**src/hdl/srcs_pkg.sv**
```systemverilog
`timescale 1ns / 1ps

package srcs_pkg;

    localparam int LAST_SLOT   = 100;
    localparam int SAMPLE_BITS = 16;
    localparam int SLOT_W      = 7;
    localparam int TICK_W      = 8;
    localparam int DATA_W      = 16;
    localparam int PHASE_W     = 3;

    localparam logic [SAMPLE_BITS-1:0] MARKER_VALUE = SAMPLE_BITS'(1000);

    typedef enum logic [PHASE_W-1:0] {
        PH_IDLE   = 3'd0,
        PH_RESET  = 3'd1,
        PH_ENABLE = 3'd2,
        PH_SAMPLE = 3'd3,
        PH_AWAIT  = 3'd4
    } phase_t;

    typedef enum logic {
        FUNC_TICK = 1'b0,
        FUNC_READ = 1'b1
    } func_t;

    typedef struct packed {
        logic converter_reset;
        logic converter_enable;
        logic converter_disable;
        logic send_request;
        logic run_stop;
    } pulse_t;

endpackage

```
**src/hdl/srcs_ram.sv**
```systemverilog
`timescale 1ns / 1ps

module srcs_ram #(
    parameter int WIDTH = 16,
    parameter int DEPTH = 100
) (
    input  logic                     aclk,
    input  logic                     we,
    input  logic [$clog2(DEPTH)-1:0] waddr,
    input  logic [WIDTH-1:0]         wdata,
    input  logic                     re,
    input  logic [$clog2(DEPTH)-1:0] raddr,
    output logic [WIDTH-1:0]         rdata
);

    logic [WIDTH-1:0] mem [DEPTH];

    always_ff @(posedge aclk) begin
        if (we) begin
            mem[waddr] <= wdata;
        end
        if (re) begin
            rdata <= mem[raddr];
        end
    end

endmodule

```
**src/hdl/step_response_capture_sequencer.sv**
```systemverilog
`timescale 1ns / 1ps

// Step response capture sequencer.
// Each request on the s_ channel is either a millisecond tick or a read of a
// stored sample (selected by s_tuser). A tick advances the sequence: idle,
// converter reset pulse, converter enable pulse, sampling, await acknowledge.
// While sampling, every sample_period ticks the speed is stored at the next
// slot; slot 0 reads as the 1000 marker once a capture has stored anything,
// and the last slot mirrors the sample taken on the same tick as the one
// before it. A read returns the stored sample without touching the sequence.
// Every request gives exactly one result on the m_ channel, through two registered
// stages: the sample memory read, then the output register.
// One request is taken per cycle as long as the receiver keeps up; when
// m_tready is low the results back up through the two stages and s_tready
// falls once both are full. Reset clears the sequence, the period register
// and the per-slot valid flags, so every slot reads as zero until written;
// it takes effect at once, with no clearing pass.
module step_response_capture_sequencer
    import srcs_pkg::*;
(
    input  logic        aclk,
    input  logic        aresetn,
    input  logic        cfg_wr_en,
    input  logic [7:0]  cfg_wr_data,    // sample_period
    input  logic        s_tvalid,
    output logic        s_tready,
    input  logic [31:0] s_tdata,        // start_valid, sent_ack, speed_sample[16], read_index[7]
    input  logic        s_tuser,        // func
    output logic        m_tvalid,
    input  logic        m_tready,
    output logic [23:0] m_tdata         // converter_reset, converter_enable, converter_disable,
                                        // send_request, run_stop, phase_now[3], read_data[16]
);

    logic [TICK_W-1:0]    sample_period_reg;
    phase_t               phase_reg, phase_next;
    logic [TICK_W-1:0]    tick_count_reg, tick_count_next;
    logic [SLOT_W-1:0]    sample_slot_reg, sample_slot_next;
    logic [LAST_SLOT-1:0] slot_valid_reg, slot_valid_next;

    logic                 s1_valid_reg;
    pulse_t               s1_pulse_reg;
    phase_t               s1_phase_reg;
    logic                 s1_read_reg;
    logic                 s1_marker_reg;
    logic                 s1_rd_ok_reg;

    logic                 m_valid_reg;
    logic [23:0]          m_tdata_reg;

    logic                 start_valid;
    logic                 sent_ack;
    logic [DATA_W-1:0]    speed_sample;
    logic [SLOT_W-1:0]    read_index;
    func_t                func;

    logic                 in_accept;
    logic                 tick;
    logic                 adv_out;
    logic [TICK_W-1:0]    tick_inc;
    logic                 hit;
    logic                 last_hit;
    pulse_t               pulse;
    logic                 ram_we;
    logic [SLOT_W-1:0]    ram_raddr;
    logic [SAMPLE_BITS-1:0] ram_rdata;
    logic                 rd_ok;
    logic [DATA_W-1:0]    read_data;

    assign start_valid  = s_tdata[0];
    assign sent_ack     = s_tdata[1];
    assign speed_sample = s_tdata[17:2];
    assign read_index   = s_tdata[24:18];
    assign func         = func_t'(s_tuser);

    assign adv_out   = !m_valid_reg || m_tready;
    assign s_tready  = adv_out || !s1_valid_reg;
    assign in_accept = s_tvalid && s_tready;
    assign tick      = in_accept && (func == FUNC_TICK);

    assign tick_inc = tick_count_reg + TICK_W'(1);
    assign hit      = (phase_reg == PH_SAMPLE) && (tick_inc == sample_period_reg);
    assign last_hit = hit && (sample_slot_reg == SLOT_W'(LAST_SLOT - 1));

    // Next state of the sequence.
    always_comb begin
        phase_next = phase_reg;
        case (phase_reg)
            PH_IDLE: begin
                if (start_valid) begin
                    phase_next = PH_RESET;
                end
            end
            PH_RESET:  phase_next = PH_ENABLE;
            PH_ENABLE: phase_next = PH_SAMPLE;
            PH_SAMPLE: begin
                if (last_hit) begin
                    phase_next = PH_AWAIT;
                end
            end
            PH_AWAIT: begin
                if (sent_ack) begin
                    phase_next = PH_IDLE;
                end
            end
            default: phase_next = PH_IDLE;
        endcase
    end

    // Pulses raised by a tick in the current phase.
    always_comb begin
        pulse = '0;
        case (phase_reg)
            PH_RESET:  pulse.converter_reset  = 1'b1;
            PH_ENABLE: pulse.converter_enable = 1'b1;
            PH_SAMPLE: begin
                pulse.send_request = last_hit;
                pulse.run_stop     = last_hit;
            end
            PH_AWAIT:  pulse.converter_disable = sent_ack;
            default:   pulse = '0;
        endcase
    end

    // Counters and valid flags. Bit 0 of the valid flags marks the marker slot.
    always_comb begin
        tick_count_next  = tick_count_reg;
        sample_slot_next = sample_slot_reg;
        slot_valid_next  = slot_valid_reg;
        if (phase_reg == PH_SAMPLE) begin
            tick_count_next = tick_inc;
            if (hit) begin
                tick_count_next                  = '0;
                slot_valid_next[0]               = 1'b1;
                slot_valid_next[sample_slot_reg] = 1'b1;
                sample_slot_next = last_hit ? SLOT_W'(1) : sample_slot_reg + SLOT_W'(1);
            end
        end
    end

    assign ram_we = tick && hit;

    // The last slot reads the same value as the slot before it; indexes beyond it read as zero.
    always_comb begin
        ram_raddr = read_index;
        rd_ok     = 1'b0;
        if (read_index == SLOT_W'(LAST_SLOT)) begin
            ram_raddr = SLOT_W'(LAST_SLOT - 1);
            rd_ok     = slot_valid_reg[LAST_SLOT-1];
        end else if (read_index < SLOT_W'(LAST_SLOT)) begin
            rd_ok = slot_valid_reg[read_index];
        end
    end

    srcs_ram #(
        .WIDTH (SAMPLE_BITS),
        .DEPTH (LAST_SLOT)
    ) u_store (
        .aclk  (aclk),
        .we    (ram_we),
        .waddr (sample_slot_reg),
        .wdata (SAMPLE_BITS'(speed_sample)),
        .re    (in_accept),
        .raddr (ram_raddr),
        .rdata (ram_rdata)
    );

    always_ff @(posedge aclk) begin
        if (!aresetn) begin
            sample_period_reg <= '0;
            phase_reg         <= PH_IDLE;
            tick_count_reg    <= '0;
            sample_slot_reg   <= SLOT_W'(1);
            slot_valid_reg    <= '0;
        end else begin
            if (cfg_wr_en) begin
                sample_period_reg <= cfg_wr_data;
            end
            if (tick) begin
                phase_reg       <= phase_next;
                tick_count_reg  <= tick_count_next;
                sample_slot_reg <= sample_slot_next;
                slot_valid_reg  <= slot_valid_next;
            end
        end
    end

    // Stage 1 waits for the memory read data.
    always_ff @(posedge aclk) begin
        if (!aresetn) begin
            s1_valid_reg <= 1'b0;
        end else if (s_tready) begin
            s1_valid_reg <= s_tvalid;
        end
    end

    always_ff @(posedge aclk) begin
        if (in_accept) begin
            s1_pulse_reg  <= tick ? pulse : '0;
            s1_phase_reg  <= tick ? phase_next : phase_reg;
            s1_read_reg   <= (func == FUNC_READ);
            s1_marker_reg <= (read_index == '0);
            s1_rd_ok_reg  <= rd_ok;
        end
    end

    always_comb begin
        read_data = '0;
        if (s1_read_reg && s1_rd_ok_reg) begin
            read_data = s1_marker_reg ? MARKER_VALUE[DATA_W-1:0] : ram_rdata[DATA_W-1:0];
        end
    end

    always_ff @(posedge aclk) begin
        if (!aresetn) begin
            m_valid_reg <= 1'b0;
        end else if (adv_out) begin
            m_valid_reg <= s1_valid_reg;
        end
    end

    always_ff @(posedge aclk) begin
        if (adv_out && s1_valid_reg) begin
            m_tdata_reg <= {read_data, s1_phase_reg,
                            s1_pulse_reg.run_stop, s1_pulse_reg.send_request,
                            s1_pulse_reg.converter_disable, s1_pulse_reg.converter_enable,
                            s1_pulse_reg.converter_reset};
        end
    end

    assign m_tvalid = m_valid_reg;
    assign m_tdata  = m_tdata_reg;

endmodule
```
**config.mk**
```make
export PLATFORM = sky130hd
export DESIGN_NAME = step_response_capture_sequencer
export DESIGN_NICKNAME = d
export VERILOG_FILES = /design/src/hdl/srcs_pkg.sv /design/src/hdl/srcs_ram.sv /design/src/hdl/step_response_capture_sequencer.sv
export SDC_FILE = /design/constraint.sdc
export NUM_CORES = 2
export LEC_CHECK = 0
export BUFFER_PORTS_ARGS = -buffer_cell sky130_fd_sc_hd__buf_2
export CAP_MARGIN = 5
export CORE_ASPECT_RATIO = 1.75
export CORE_MARGIN = 8
export CORE_UTILIZATION = 25
export CTS_CLUSTER_SIZE = 30
export DETAILED_ROUTE_END_ITERATION = 10
export GPL_TIMING_DRIVEN = 0
export HOLD_SLACK_MARGIN = 0.15
export PLACE_DENSITY = 0.41
export RECOVER_POWER = 50
export SLEW_MARGIN = 20
export SYNTH_ARGS = -nofsm -noshare
export SYNTH_HDL_FRONTEND = slang
export SYNTH_HIERARCHICAL = 1
export SYNTH_SLANG_ARGS = --single-unit
```
**constraint.sdc**
```tcl
create_clock -name aclk -period 4.8 [get_ports aclk]
set_input_delay 0.24 -clock aclk [delete_from_list [all_inputs] [get_ports aclk]]
set_output_delay 0.24 -clock aclk [all_outputs]
set_load 0.05 [all_outputs]
```
==> impl_metrics.tcl <==
set metrics [dict create \
    htreeDepth 4 \
    die_x_um 413 \
    setup_viol_count_final 0 \
    path_max_fanout 15 \
    drt-total-wl_um 240000 \
    path_class "in -> reg" \
    ys.flop_type "edfxtp_1" \
    avgRoutedWirePerCell_um 32.1 \
    fin_crit_ns 4.76 \
    p_per_area_mw_per_mm2 390 \
    core_area_sq_mm 0.275 \
    synth_cell_types 67 \
    cts-root-buf "clkbuf_16" \
    fillCellCount 26800 \
    grt_pass1_vias 37300 \
    synthesis.nets 3410 \
    relSlewSlack_pct -137 \
    startpoint_type "input pin" \
    highest_layer "met5" \
    totalPowerFinal_uw 31800 \
    status "finished, violations left" \
    drc 0 \
    drtIter0Drc 2492 \
    clkTransAtPathRegs_ns 0.06 \
    fin_util_pct 29.7 \
    start_util_pct 25.0 \
    drive_above_1_share_pct 28.1 \
    die_area_sq_mm 0.293 \
    violations "capacitance limit, slew limit" \
    cts_sinks 1777 \
    rows 255 \
    grtUsageTotal_pct 16.1 \
    final_common_cell "edfxtp_1" \
    routed_via_density 4.70 \
    r2r_slack_ns 0.17 \
    first_pass_iters 5 \
    dp.cells 7089 \
    io_buffers 59 \
    maxCapViolCount 24 \
    p_leak_uw 0.0246 \
    arrival_ns 5.32 \
    fin_hold_ws_ns 0.271 \
    grt_first_pass_wirelength_um 325000 \
    ant_nets 0 \
    worstMarginPinSlew_ns 3.55 \
    place_congestion 0.809 \
    fin_skew_ns 0.0567 \
    met1_length_um 77800 \
    synth-async-reset-ratio_pct 0 \
    seq_area_frac_synth_pct 75.7 \
    antenna_found_initial 7 \
    nets 3789 \
    cts_max_path_buffers 4 \
    ios 72 \
    layout_setup_ws_ns 0.0443 \
    cts_tree "done" \
    synthesis.instances 3362 \
    syn_avg_cell_area_sq_um 20.5 \
    grt_start_max_net_pins 73 \
    mostFrequentLayoutCells "edfxtp_1, mux4_2, nand2_1" \
    synth_area_sq_mm 0.0688 \
    irDropWorstVdd_mv 0.280 \
    grt_overflow_total 0 \
    die_y_um 710 \
    yosys_warnings 6 \
    wl_met2_um 139000 \
    fmax_ghz 0.210 \
    synth-seq-cells 1777 \
    cp-end-kind "flip-flop" \
    dp_hpwl_um 171000 \
    insertion_delay_ns 0.83 \
    preCtsSetupSlack_ns -3.03 \
    wl_met3_um 6620 \
    hp-class "in -> reg" \
    area_growth_pct 18.6 \
    final-hold-violation-count 0 \
    finalCritPeriodShare_pct 99.1 \
    rsz0062_at_grt "yes" \
    numCtsBuffers 172 \
    layout.cells.non_filler 7465 \
    hold_path_depth 5 \
    report.final.slew_viol_count 1247 \
    vias 35100 \
    synth_edf_count 1649 \
    rr_worst_depth 12 \
    largest_reg_flops 1600 \
    critPathRequiredTime_ns 5.36 \
]
## cell usage after synthesis (5+ instances only)
master | n | area (sq um)
a31o_1 | 10 | 87.6
or4_1 | 6 | 45.0
nor3_1 | 19 | 95.1
a21oi_1 | 52 | 260
o22ai_1 | 20 | 125
inv_1 | 9 | 33.8
a211oi_1 | 40 | 300
edfxtp_1 | 1649 | 49500
buf_6 | 20 | 225
or3_1 | 11 | 68.8
nand3_1 | 28 | 140
nand4_1 | 8 | 50.1
nor4_1 | 13 | 81.3
nand3b_1 | 5 | 37.5
dfxtp_1 | 128 | 2560
buf_4 | 27 | 203
nor2b_1 | 36 | 225
buf_2 | 42 | 210
or2_2 | 5 | 31.3
a221oi_1 | 6 | 52.6
nand2b_1 | 5 | 31.3
clkbuf_1 | 88 | 330
o21ai_0 | 114 | 571
mux2i_1 | 53 | 531
a22oi_1 | 24 | 180
xnor2_1 | 7 | 61.3
a31oi_1 | 12 | 75.1
mux4_2 | 465 | 10500
buf_1 | 10 | 37.5
nor2_1 | 149 | 559
nand2_1 | 193 | 724
o211ai_1 | 5 | 37.5
a21boi_0 | 5 | 37.5
and2_1 | 29 | 181
o21ai_2 | 10 | 87.6
## report_power, final
part           switching [uW]  internal [uW]
registers                16.0          17000
clock network            5880           7090
logic                    1300            581
## path summary, 6_finish.rpt
path / startpoint / to
worst min register to register: s1_pulse_reg[3] / m_tdata[1]
worst max-delay path: s_tdata[20] / u_store/rdata[11]
worst max register to register: tick_count_reg[0] / u_store/mem[26][3]
worst min-delay path: s_tdata[24] / s1_rd_ok_reg
## routing by layer
metal,vias to the layer above,track usage [%]
li1,14600,-
met1,19200,15.4
met2,854,32.9
met3,401,1.49
met4,2,8.72
met5,-,0
## worst max-delay path, cell delays in order
cell and delay (ns):
buf_2 0.41, clkdlybuf4s18_2 0.55, nand3_1 0.15, nor4_2 0.39, or2_2 0.24, buf_2 0.24
buf_2 0.48, buf_2 0.50, buf_4 0.39, clkbuf_4 0.43, nand2_1 0.09, a311oi_1 0.42
o21ai_4 0.22, a21oi_1 0.48
## layout make-up
cell class              instances  area, sq um  share of cell area, %
diodes                          5         12.5                 0.0153
plain buffers                 183         1080                   1.32
clock buffers                 223         4550                   5.57
clock inverters                72          549                  0.673
inverters                      12         50.0                 0.0613
multi-input cells            1385        16600                   20.3
flip-flops and latches       1777        52100                   63.8
well taps                    3598         4500                   5.52
repair buffers                210         2240                   2.75
## cell families (layout without fill, tap and decap cells)
logic type / Yosys count / in the layout / share of synthesized area, %
mux: 521 / 521 / 16.0
flops: 1777 / 1777 / 75.7
buf+inv: 200 / 700 / 1.55
simple gates: 530 / 530 / 3.60
other cells: 0 / 5 / 0
compound gates: 321 / 321 / 2.92
xor+xnor: 11 / 11 / 0.140
fa+ha+maj: 2 / 2 / 0.0364
## stage by stage
| stage | area (sq um) | TNS, ns |
|---|---|---|
| CTS | 82000 | 0 |
| global placement | 73600 | -3326.37 |
| floorplan | 68800 | 0 |
| global route | 81600 | -0.0242 |
| finish | 81600 | 0 |
| detailed placement | 75800 | -1479.49 |
## timing repair
action	CTS	global route
gates resized for setup	59	14
setup endpoints to repair	1614	227
hold buffers	42	0
pin swaps	20	6
hold endpoints to repair	1149	0
setup buffers	31	8
No activity file was read; power rests on OpenSTA's default activity.
